**src/sv/ptd_pkg.sv**
```systemverilog
// ----------------------------------------------------------------------------
// ptd_pkg
// Types and fixed constants of the trial division primality tester.
// ----------------------------------------------------------------------------
`default_nettype none

package ptd_pkg;

   // 6k +/- 1 scheme
   localparam int SIEVE_DIVISOR = 3;
   localparam int FIRST_DIVISOR = 5;
   localparam int PAIR_GAP      = 2;
   localparam int DIVISOR_STEP  = 6;

   typedef enum logic [2:0] {
      ST_IDLE,
      ST_SCREEN,
      ST_DIVIDE,
      ST_EVAL,
      ST_DONE
   } ptd_state_type;

   // which divisor the shared divider is working on
   typedef enum logic [1:0] {
      PH_SIEVE,
      PH_LOW,
      PH_HIGH
   } ptd_phase_type;

endpackage

`default_nettype wire

```
**src/sv/ptd_channels.sv**
```systemverilog
// ----------------------------------------------------------------------------
// ptd_channels
// Valid/ready channels of the trial division primality tester.
// ----------------------------------------------------------------------------
`default_nettype none

interface ptd_req_if #(
   parameter int NUMBER_WIDTH = 32
);
   logic                    valid;
   logic                    ready;
   logic [NUMBER_WIDTH-1:0] candidate;

   modport source (output valid, output candidate, input ready);
   modport sink   (input valid, input candidate, output ready);
endinterface

interface ptd_rsp_if;
   logic valid;
   logic ready;
   logic prime_flag;

   modport source (output valid, output prime_flag, input ready);
   modport sink   (input valid, input prime_flag, output ready);
endinterface

`default_nettype wire

```
**src/sv/primality_trial_division.sv**
```systemverilog
// ----------------------------------------------------------------------------
// primality_trial_division
// Trial division primality test over the 6k +/- 1 divisor sequence.
// ----------------------------------------------------------------------------
// Accepts one unsigned candidate and answers with one item whose prime_flag
// is 1 when the candidate is prime. Values below 2 are not prime, 2 and 3
// are, even values are rejected at once, then divisors 3, 5, 7, 11, 13, ...
// (pairs i, i+2 with i = 5 + 6k) are tried while i <= candidate / i. All
// division goes through one shared restoring divider that retires one
// quotient bit a cycle, so each trial divisor costs NUMBER_WIDTH divide
// steps and one evaluation step. An item that is screened out early goes
// from ST_SCREEN straight to ST_DONE. The block holds one item at a time:
// req_chan.ready is high only while idle, and the result is held until
// taken.
// ----------------------------------------------------------------------------
`default_nettype none

module primality_trial_division #(
   parameter int NUMBER_WIDTH = 32
) (
   input  wire        clock,
   input  wire        reset,
   ptd_req_if.sink    req_chan,
   ptd_rsp_if.source  rsp_chan
);
   import ptd_pkg::*;

   localparam int W     = NUMBER_WIDTH;
   localparam int CNT_W = $clog2(W);

   ptd_state_type state_ff, state_in;
   ptd_phase_type phase_ff, phase_in;

   logic [W-1:0]     num_ff, num_in;
   logic [W-1:0]     base_ff, base_in;
   logic [W-1:0]     dvs_ff, dvs_in;
   logic [W-1:0]     rem_ff, rem_in;
   logic [W-1:0]     quo_ff, quo_in;
   logic [CNT_W-1:0] cnt_ff, cnt_in;
   logic             flag_ff, flag_in;

   logic         in_valid, in_ready, out_valid, out_ready, out_flag;
   logic [W-1:0] in_candidate;

   logic [W:0]   trial;
   logic [W:0]   diff;
   logic         take;
   logic [W-1:0] step_rem, step_quo;
   logic         div_last, rem_zero, below_two, up_to_three, past_root;
   logic [W-1:0] pair_hi, next_base;

   assign in_valid     = req_chan.valid;
   assign in_candidate = req_chan.candidate;
   assign out_ready    = rsp_chan.ready;
   assign req_chan.ready      = in_ready;
   assign rsp_chan.valid      = out_valid;
   assign rsp_chan.prime_flag = out_flag;

   // shared divider: one restoring step per cycle
   assign trial    = {rem_ff, quo_ff[W-1]};
   assign diff     = trial - {1'b0, dvs_ff};
   assign take     = (trial >= {1'b0, dvs_ff});
   assign step_rem = take ? diff[W-1:0] : trial[W-1:0];
   assign step_quo = {quo_ff[W-2:0], take};
   assign div_last = (cnt_ff == CNT_W'(W - 1));

   assign rem_zero    = (rem_ff == '0);
   assign below_two   = (num_ff <= W'(1));
   assign up_to_three = (num_ff <= W'(SIEVE_DIVISOR));
   assign past_root   = (base_ff > quo_ff);
   assign pair_hi     = base_ff + W'(PAIR_GAP);
   assign next_base   = base_ff + W'(DIVISOR_STEP);

   // next state
   always_comb begin
      state_in = state_ff;
      case (state_ff)
         ST_IDLE: begin
            if (in_valid) state_in = ST_SCREEN;
         end
         ST_SCREEN: begin
            if (below_two || up_to_three || !num_ff[0]) state_in = ST_DONE;
            else state_in = ST_DIVIDE;
         end
         ST_DIVIDE: begin
            if (div_last) state_in = ST_EVAL;
         end
         ST_EVAL: begin
            case (phase_ff)
               PH_SIEVE: state_in = rem_zero ? ST_DONE : ST_DIVIDE;
               PH_LOW:   state_in = (past_root || rem_zero) ? ST_DONE : ST_DIVIDE;
               PH_HIGH:  state_in = rem_zero ? ST_DONE : ST_DIVIDE;
               default:  state_in = ST_DONE;
            endcase
         end
         ST_DONE: begin
            if (out_ready) state_in = ST_IDLE;
         end
         default: state_in = ST_IDLE;
      endcase
   end

   // outputs and datapath
   always_comb begin
      in_ready  = (state_ff == ST_IDLE);
      out_valid = (state_ff == ST_DONE);
      out_flag  = flag_ff;
      num_in    = num_ff;
      base_in   = base_ff;
      dvs_in    = dvs_ff;
      rem_in    = rem_ff;
      quo_in    = quo_ff;
      cnt_in    = cnt_ff;
      flag_in   = flag_ff;
      phase_in  = phase_ff;
      case (state_ff)
         ST_IDLE: begin
            num_in = in_candidate;
         end
         ST_SCREEN: begin
            flag_in  = !below_two && up_to_three;
            dvs_in   = W'(SIEVE_DIVISOR);
            phase_in = PH_SIEVE;
            rem_in   = '0;
            quo_in   = num_ff;
            cnt_in   = '0;
         end
         ST_DIVIDE: begin
            rem_in = step_rem;
            quo_in = step_quo;
            cnt_in = cnt_ff + CNT_W'(1);
         end
         ST_EVAL: begin
            rem_in  = '0;
            quo_in  = num_ff;
            cnt_in  = '0;
            flag_in = 1'b0;
            case (phase_ff)
               PH_SIEVE: begin
                  base_in  = W'(FIRST_DIVISOR);
                  dvs_in   = W'(FIRST_DIVISOR);
                  phase_in = PH_LOW;
               end
               PH_LOW: begin
                  // divisor beyond the square root: no factor left
                  flag_in  = past_root;
                  dvs_in   = pair_hi;
                  phase_in = PH_HIGH;
               end
               PH_HIGH: begin
                  base_in  = next_base;
                  dvs_in   = next_base;
                  phase_in = PH_LOW;
               end
               default: begin
                  phase_in = PH_SIEVE;
               end
            endcase
         end
         ST_DONE: begin
            // hold the result until taken
         end
         default: begin
         end
      endcase
   end

   always_ff @(posedge clock) begin
      if (reset) begin
         state_ff <= ST_IDLE;
      end else begin
         state_ff <= state_in;
      end
   end

   always_ff @(posedge clock) begin
      num_ff   <= num_in;
      base_ff  <= base_in;
      dvs_ff   <= dvs_in;
      rem_ff   <= rem_in;
      quo_ff   <= quo_in;
      cnt_ff   <= cnt_in;
      flag_ff  <= flag_in;
      phase_ff <= phase_in;
   end

endmodule

`default_nettype wire

```
**src/flat_wrapper.sv**
```systemverilog
// flat-port wrapper written by rule: the top's interface ports become plain ports
module primality_trial_division_flat import ptd_pkg::*;
#(
   parameter int NUMBER_WIDTH = 32
)
  (clock, reset, req_chan_valid, req_chan_candidate, req_chan_ready, rsp_chan_valid, rsp_chan_prime_flag, rsp_chan_ready);
  ptd_req_if #(.NUMBER_WIDTH(NUMBER_WIDTH)) req_chan_i ();
  ptd_rsp_if rsp_chan_i ();
  input  wire clock;
  input  wire reset;
  input wire logic [$bits(req_chan_i.valid)-1:0] req_chan_valid;
  input wire logic [$bits(req_chan_i.candidate)-1:0] req_chan_candidate;
  output wire logic [$bits(req_chan_i.ready)-1:0] req_chan_ready;
  output wire logic [$bits(rsp_chan_i.valid)-1:0] rsp_chan_valid;
  output wire logic [$bits(rsp_chan_i.prime_flag)-1:0] rsp_chan_prime_flag;
  input wire logic [$bits(rsp_chan_i.ready)-1:0] rsp_chan_ready;
  assign req_chan_i.valid = req_chan_valid;
  assign req_chan_i.candidate = req_chan_candidate;
  assign req_chan_ready = req_chan_i.ready;
  assign rsp_chan_valid = rsp_chan_i.valid;
  assign rsp_chan_prime_flag = rsp_chan_i.prime_flag;
  assign rsp_chan_i.ready = rsp_chan_ready;
  primality_trial_division #(.NUMBER_WIDTH(NUMBER_WIDTH)) u_core (.clock(clock), .reset(reset), .req_chan(req_chan_i), .rsp_chan(rsp_chan_i));
endmodule
```
**config.mk**
```make
export PLATFORM = sky130hd
export DESIGN_NAME = primality_trial_division_flat
export DESIGN_NICKNAME = d
export VERILOG_FILES = /design/src/sv/ptd_pkg.sv /design/src/sv/ptd_channels.sv /design/src/sv/primality_trial_division.sv /design/src/flat_wrapper.sv
export SDC_FILE = /design/constraint.sdc
export NUM_CORES = 1
export LEC_CHECK = 0
export ABC_AREA = 1
export BUFFER_PORTS_ARGS = -buffer_cell sky130_fd_sc_hd__buf_2
export CORE_UTILIZATION = 50
export DETAILED_ROUTE_END_ITERATION = 10
export PLACE_DENSITY_LB_ADDON = 0.12
export SLEW_MARGIN = 25
export SYNTH_ARGS = -nofsm -noshare
export SYNTH_HDL_FRONTEND = slang
export SYNTH_SLANG_ARGS = --single-unit
```
**constraint.sdc**
```tcl
create_clock -name clock -period 7.49 [get_ports clock]
set_input_delay 1.1235 -clock clock [delete_from_list [all_inputs] [get_ports clock]]
set_output_delay 1.1235 -clock clock [all_outputs]
set_load 0.02 [all_outputs]
```
Word-level counts from Yosys, hierarchy flattened. Index checks and enable logic that the tools add are counted.

Equality and inequality tests: 11. Order comparisons: 4. Add/sub/neg operators: 4. Multiplexer cells: 19. Reductions and logical operators: 17.

Operators with widths (count): $pmux 32 s2 (4); $pmux 32 s3 (1); $ge 33x32->1 (1); $add 32x2->32 const B (1); $add 32x3->32 const B (1); $gt 32x32->1 (1); $le 32x1->1 const B (1); $le 32x2->1 const B (1); $logic_not 32->1 (1); $mux 32 (1); $sub 32x32->32 (1); $mux 3 (6); $pmux 3 s5 (1); $pmux 5 s2 (1); $pmux 2 s2 (2); $eq 3x2->1 const B (2); $pmux 3 s2 (1); $reduce_bool 2->1 (3); $add 5x1->5 const B (1); $eq 5x5->1 const B (1); $ne 2x1->1 const B (2); $ne 4x1->1 const B (1); $reduce_and 2->1 (2); $reduce_or 2->1 (2); other kinds (13) (16).

Input port bits: 36. Bits in registers: 171.

Longest topological paths before layout.
Depth after elaboration: 5. Depth in mapped cells: 17.

Worst setup path before layout. Ideal clock, no wire load.

Path type: reg2reg. Start point: register u_core.state_ff[1]. End point: register u_core.cnt_ff[0] (enable). Setup slack: 3.647 ns. Required time: 6.993 ns. Stages on the path, launching flop included: 3. Arrival: 3.346 ns. Cell sequence: dfxtp_1 nor2_1 nor2_1.

Longest elaborated chain between the ends: 3. Elaborated cells on any way between the ends: 5. Those cells by class: 3 x eq/ne; 2 x reduce/logical.

RTL lines: start, declared (RTL line primality_trial_division.sv:31) `ptd_state_type state_ff, state_in;`; start signal, assigned (RTL line primality_trial_division.sv:172) `state_ff <= state_in;`; $eq 3x1->1 / $eq 3x2->1 (equally long branches) (RTL line primality_trial_division.sv:116) `case (state_ff)`; $reduce_or 2->1 (no line); $reduce_bool 2->1 (no line) *; end signal, assigned (RTL line primality_trial_division.sv:182) `cnt_ff <= cnt_in;`; end, declared (RTL line primality_trial_division.sv:39) `logic [CNT_W-1:0] cnt_ff, cnt_in;`.

Mark *: on every way between the ends. The rest lies on a longest branch, timed or not. A chain may end at the register's enable or synchronous reset.

Worst setup path in the final report.
Start point: register u_core.rem_ff[13]. End point: register u_core.quo_ff[0], data pin.

Longest elaborated chain between the ends: 2.

RTL lines: start, declared (RTL line primality_trial_division.sv:37) `logic [W-1:0] rem_ff, rem_in;`; start signal, assigned (RTL line primality_trial_division.sv:180) `rem_ff <= rem_in;`; $ge 33x32->1 (RTL line primality_trial_division.sv:62) `assign take = (trial >= {1'b0, dvs_ff});`; $pmux 32 s2 (RTL line primality_trial_division.sv:116); via u_core.quo_in[0] (RTL line primality_trial_division.sv:38) `logic [W-1:0] quo_ff, quo_in;`; end signal, assigned (RTL line primality_trial_division.sv:181) `quo_ff <= quo_in;`; end, declared (RTL line primality_trial_division.sv:38).

The timed path passes the listed nets, and every way through them passes these cells.

==> summary.md <==
| Metric | Value |
|---|---|
| P_leak | 5.690 nW |
| Yosys warns | 0 |
| Clock Path Buffers | 2 |
| Fin nets | 1,648 |
| Delay-heaviest family, CP | simple AND/OR/NAND/NOR gates |
| Final WL | 29,820 um |
| Critical Path RT | 7650 ps |
| Die outline height | 153.1 um |
| FF+latch area | 5075 um^2 |
| Simple-gate share of the synthesized area | 0.2781 |
| Top post-synthesis cells by count | 386 x nand2_1, 247 x inv_1, 206 x nor2_1, 167 x edfxtp_1, 103 x nand3_1 |
| Multi-input gate area | 5274 um^2 |
| Status | finished clean |
| Asr flop ratio synth | 0 |
| H-tree levels | 4 |
| Synth Area in Compound Gates | 0.09398 |
| Total Power | 5.016 mW |
| Pwr per Cell Area | 400.6 nW/um^2 |
| CP startpoint kind | flip-flop |
| CTS tree | yes |
| Total number of vias | 9,782 |
| Clk sinks | 170 |
| Mapped Area | 11,410 um^2 |
| DR DRC count | 0 |
| Placed cell area | 11,890 um^2 |
| Top sig layer | met4 |
| Diodes inserted | 0 |
| Synth cell types | 44 |
| Setup violators final | 0 |
| Sequential share of the synthesized area | 0.4448 |
| Area leader, netlist | edfxtp_1 |
| Synth top area share | 0.4395 |
| Core area | 22,090 um^2 |
| Detailed Routing Iterations Pass 1 | 6 |
| Final Instance Area | 12,520 um^2 |
| Final GP Congestion | 0.9522 |
| Wire per inst | 16.27 um |
| # hold bufs at CTS | 0 |
| CP max-delay cell | nor2_2 |
| Setup WS post-layout | 4372 ps |
| Unrepaired setup endpoints after global routing | false |
| Setup TNS | 0 ps |
| Cells after Synth | 1,500 |
| First-pass GRT wire length | 48,260 um |
| Syn-to-layout area delta | 9.749% |
| Largest family of logic cells by synthesized area | simple AND/OR/NAND/NOR gates |
| Initial DRC count | 905 |
| CP max FO | 38 |
| Starting density of the core | 0.5164 |
| Layout cells sized above 1 | 0.06246 |
| Largest net degree at the start of global routing | 71 |
| Post-Synthesis Net Count | 1,608 |
| DP Worst Slack | 4368 ps |
| Fin. max-slew vios | 0 |
| Number of flops mapped to enable cells by yosys | 167 |
| Synth Area per Inst | 7.606 um^2 |
| Crit path top cell by count | a21oi_1 |
| I/O Buffers | 38 |
| Later-pin clock latency in the skew report | 430 ps |
| Mux share of post-synthesis cell area | 0 |
| Rel. slew slack | 0.3079 |
| MaxCap Viol Count | 0 |
| CTS root buf | clkbuf_16 |
| Crit path cell chain | ha_1, a21oi_1, o21ai_0, nand2_1, nand2_1, a21oi_1, nand2_2, nand2_4, nand2_4, nor2_2, a21oi_1 |
| Met3 wire length | 1502 um |
| Max rail drop VDD | 180.3 uV |
| Measured slew at the worst slew-check pin | 1038 ps |
| Setup Crit Path Kind | reg -> reg |
| Row Count | 54 |
| Slowest Stage Delay on Critical Path | 680 ps |
| Synth Area in Adders | 0.07961 |
| Crit path DAT | 3270 ps |
| Fmax achieved | 320.8 MHz |
| Post-synthesis xor/xnor area fraction | 0.008444 |
| Wl on met1 | 13,110 um |
| Total CTS buffers | 17 |
| Final HPWL DP | 22,980 um |
| Fin crit period | 3118 ps |
| Post-CTS Resized | 0 |
| Critical path buffers and inverters | 0 |
| Antenna Violating Nets Remaining | 0 |
| Most numerous cell in the Yosys netlist | nand2_1 |
| Die Wd | 153.1 um |
| Post-DR vias/cell | 5.337 |
| Crit end category | flip-flop |
| Tot GR Track Use | 0.2674 |
| FILL cells | 2,068 |
| Vias in the first global route | 9,363 |
| Main synth FF type | edfxtp_1 |
| Fin. Hold Viols | 0 |
| Clk_skew | 14.81 ps |
| Min Hold Slack | 556.3 ps |
| Setup bufs post-CTS | 0 |
| CTS clk-pin slew, worst paths | 80 ps |
| #FFs+latches synth | 170 |
| Overflow after GRT | 0 |
| # IOs | 39 |
| Area contributors post-synth | edfxtp_1 44%, nand2_1 13%, inv_1 8.1%, ha_1 7.8%, nor2_1 6.8% |
| Die Area | 23,430 um^2 |
| Initial antenna violation count | 0 |
| Worst hold path class | reg -> reg |
| Routed wl met2 | 14,130 um |
| Tcrit/Tclk final | 0.4162 |
## cell usage in the layout (no fill, tap or decap), types with 4 or more instances in the layout
| cell | instances |
|---|---|
| buf_4 | 8 |
| o21bai_1 | 4 |
| nor4_1 | 4 |
| inv_6 | 4 |
| inv_1 | 247 |
| ha_1 | 71 |
| clkbuf_16 | 17 |
| xnor2_1 | 6 |
| a21oi_1 | 97 |
| nand2_1 | 386 |
| nand4_1 | 21 |
| inv_8 | 4 |
| nor2_1 | 202 |
| buf_2 | 38 |
| xor2_1 | 5 |
| nand3b_1 | 6 |
| nand3_1 | 103 |
| edfxtp_1 | 167 |
| o21ai_0 | 87 |
| a21o_1 | 5 |
| nor3_1 | 26 |
## flip-flops by register name, indices dropped and copies added, names as in the netlist
| register | count |
|---|---|
| u_core.quo_ff | 32 |
| u_core.dvs_ff | 32 |
| u_core.num_ff | 32 |
| u_core.state_ff | 3 |
| u_core.rem_ff | 32 |
| u_core.base_ff | 31 |
| u_core.rsp_chan.prime_flag | 1 |
| u_core.phase_ff | 2 |
| u_core.cnt_ff | 5 |
## per-layer routing
metal / global-route usage / vias up
li1: - / 4985
met1: 0.3441 / 4419
met2: 0.4466 / 312
met3: 0.03743 / 66
met4: 0.1236 / 0
met5: 0 / -
## per-stage QoR
step,util,instances
floorplan,-,1500
finish,0.5668,1833
CTS,0.5655,1832
global placement,0.5382,1800
global route,0.5668,1833
detailed placement,0.5382,1800
## kinds of logic (layout without fill, tap and decap cells)
group,Yosys count,after routing
fa+ha+maj,72,72
simple gates,765,765
buf+inv,277,330
xor+xnor,11,11
flops,170,170
compound gates,204,204
other cells,1,1
## worst reg2reg max path, delay by kind of cell (launching register included)
family / cells / cell delay (ps)
flops: 1 / 420
compound gates: 4 / 660
fa+ha+maj: 1 / 370
simple gates: 6 / 1390
## cell type report
cell class / count / area share
clock buffer: 17 / 0.03397
multi-input combinational: 1053 / 0.4212
sequential: 170 / 0.4053
timing repair buffer: 47 / 0.02218
tap: 280 / 0.02798
clock inverter: 15 / 0.01419
inverter: 251 / 0.07524
## where the power goes
part / switching [mW] / total, mW / internal [mW]
registers: 0.157 / 1.69 / 1.54
clock network: 0.414 / 0.920 / 0.506
logic: 1.63 / 2.40 / 0.771
## final timing paths
| path | slack [ps] | from | end | depth (start not counted) |
|---|---|---|---|---|
| setup / recovery | 4370 | u_core.rem_ff[13]$_SDFFCE_PN0P_ | u_core.quo_ff[0]$_DFFE_PP_ | 11 |
| hold / removal | 560 | u_core.num_ff[5]$_DFFE_PP_ | u_core.quo_ff[5]$_DFFE_PP_ | 2 |
| setup reg to reg | 4370 | u_core.rem_ff[13]$_SDFFCE_PN0P_ | u_core.quo_ff[0]$_DFFE_PP_ | 11 |
| hold reg to reg | 560 | u_core.num_ff[5]$_DFFE_PP_ | u_core.quo_ff[5]$_DFFE_PP_ | 2 |
(Power assumes the default switching activity.)
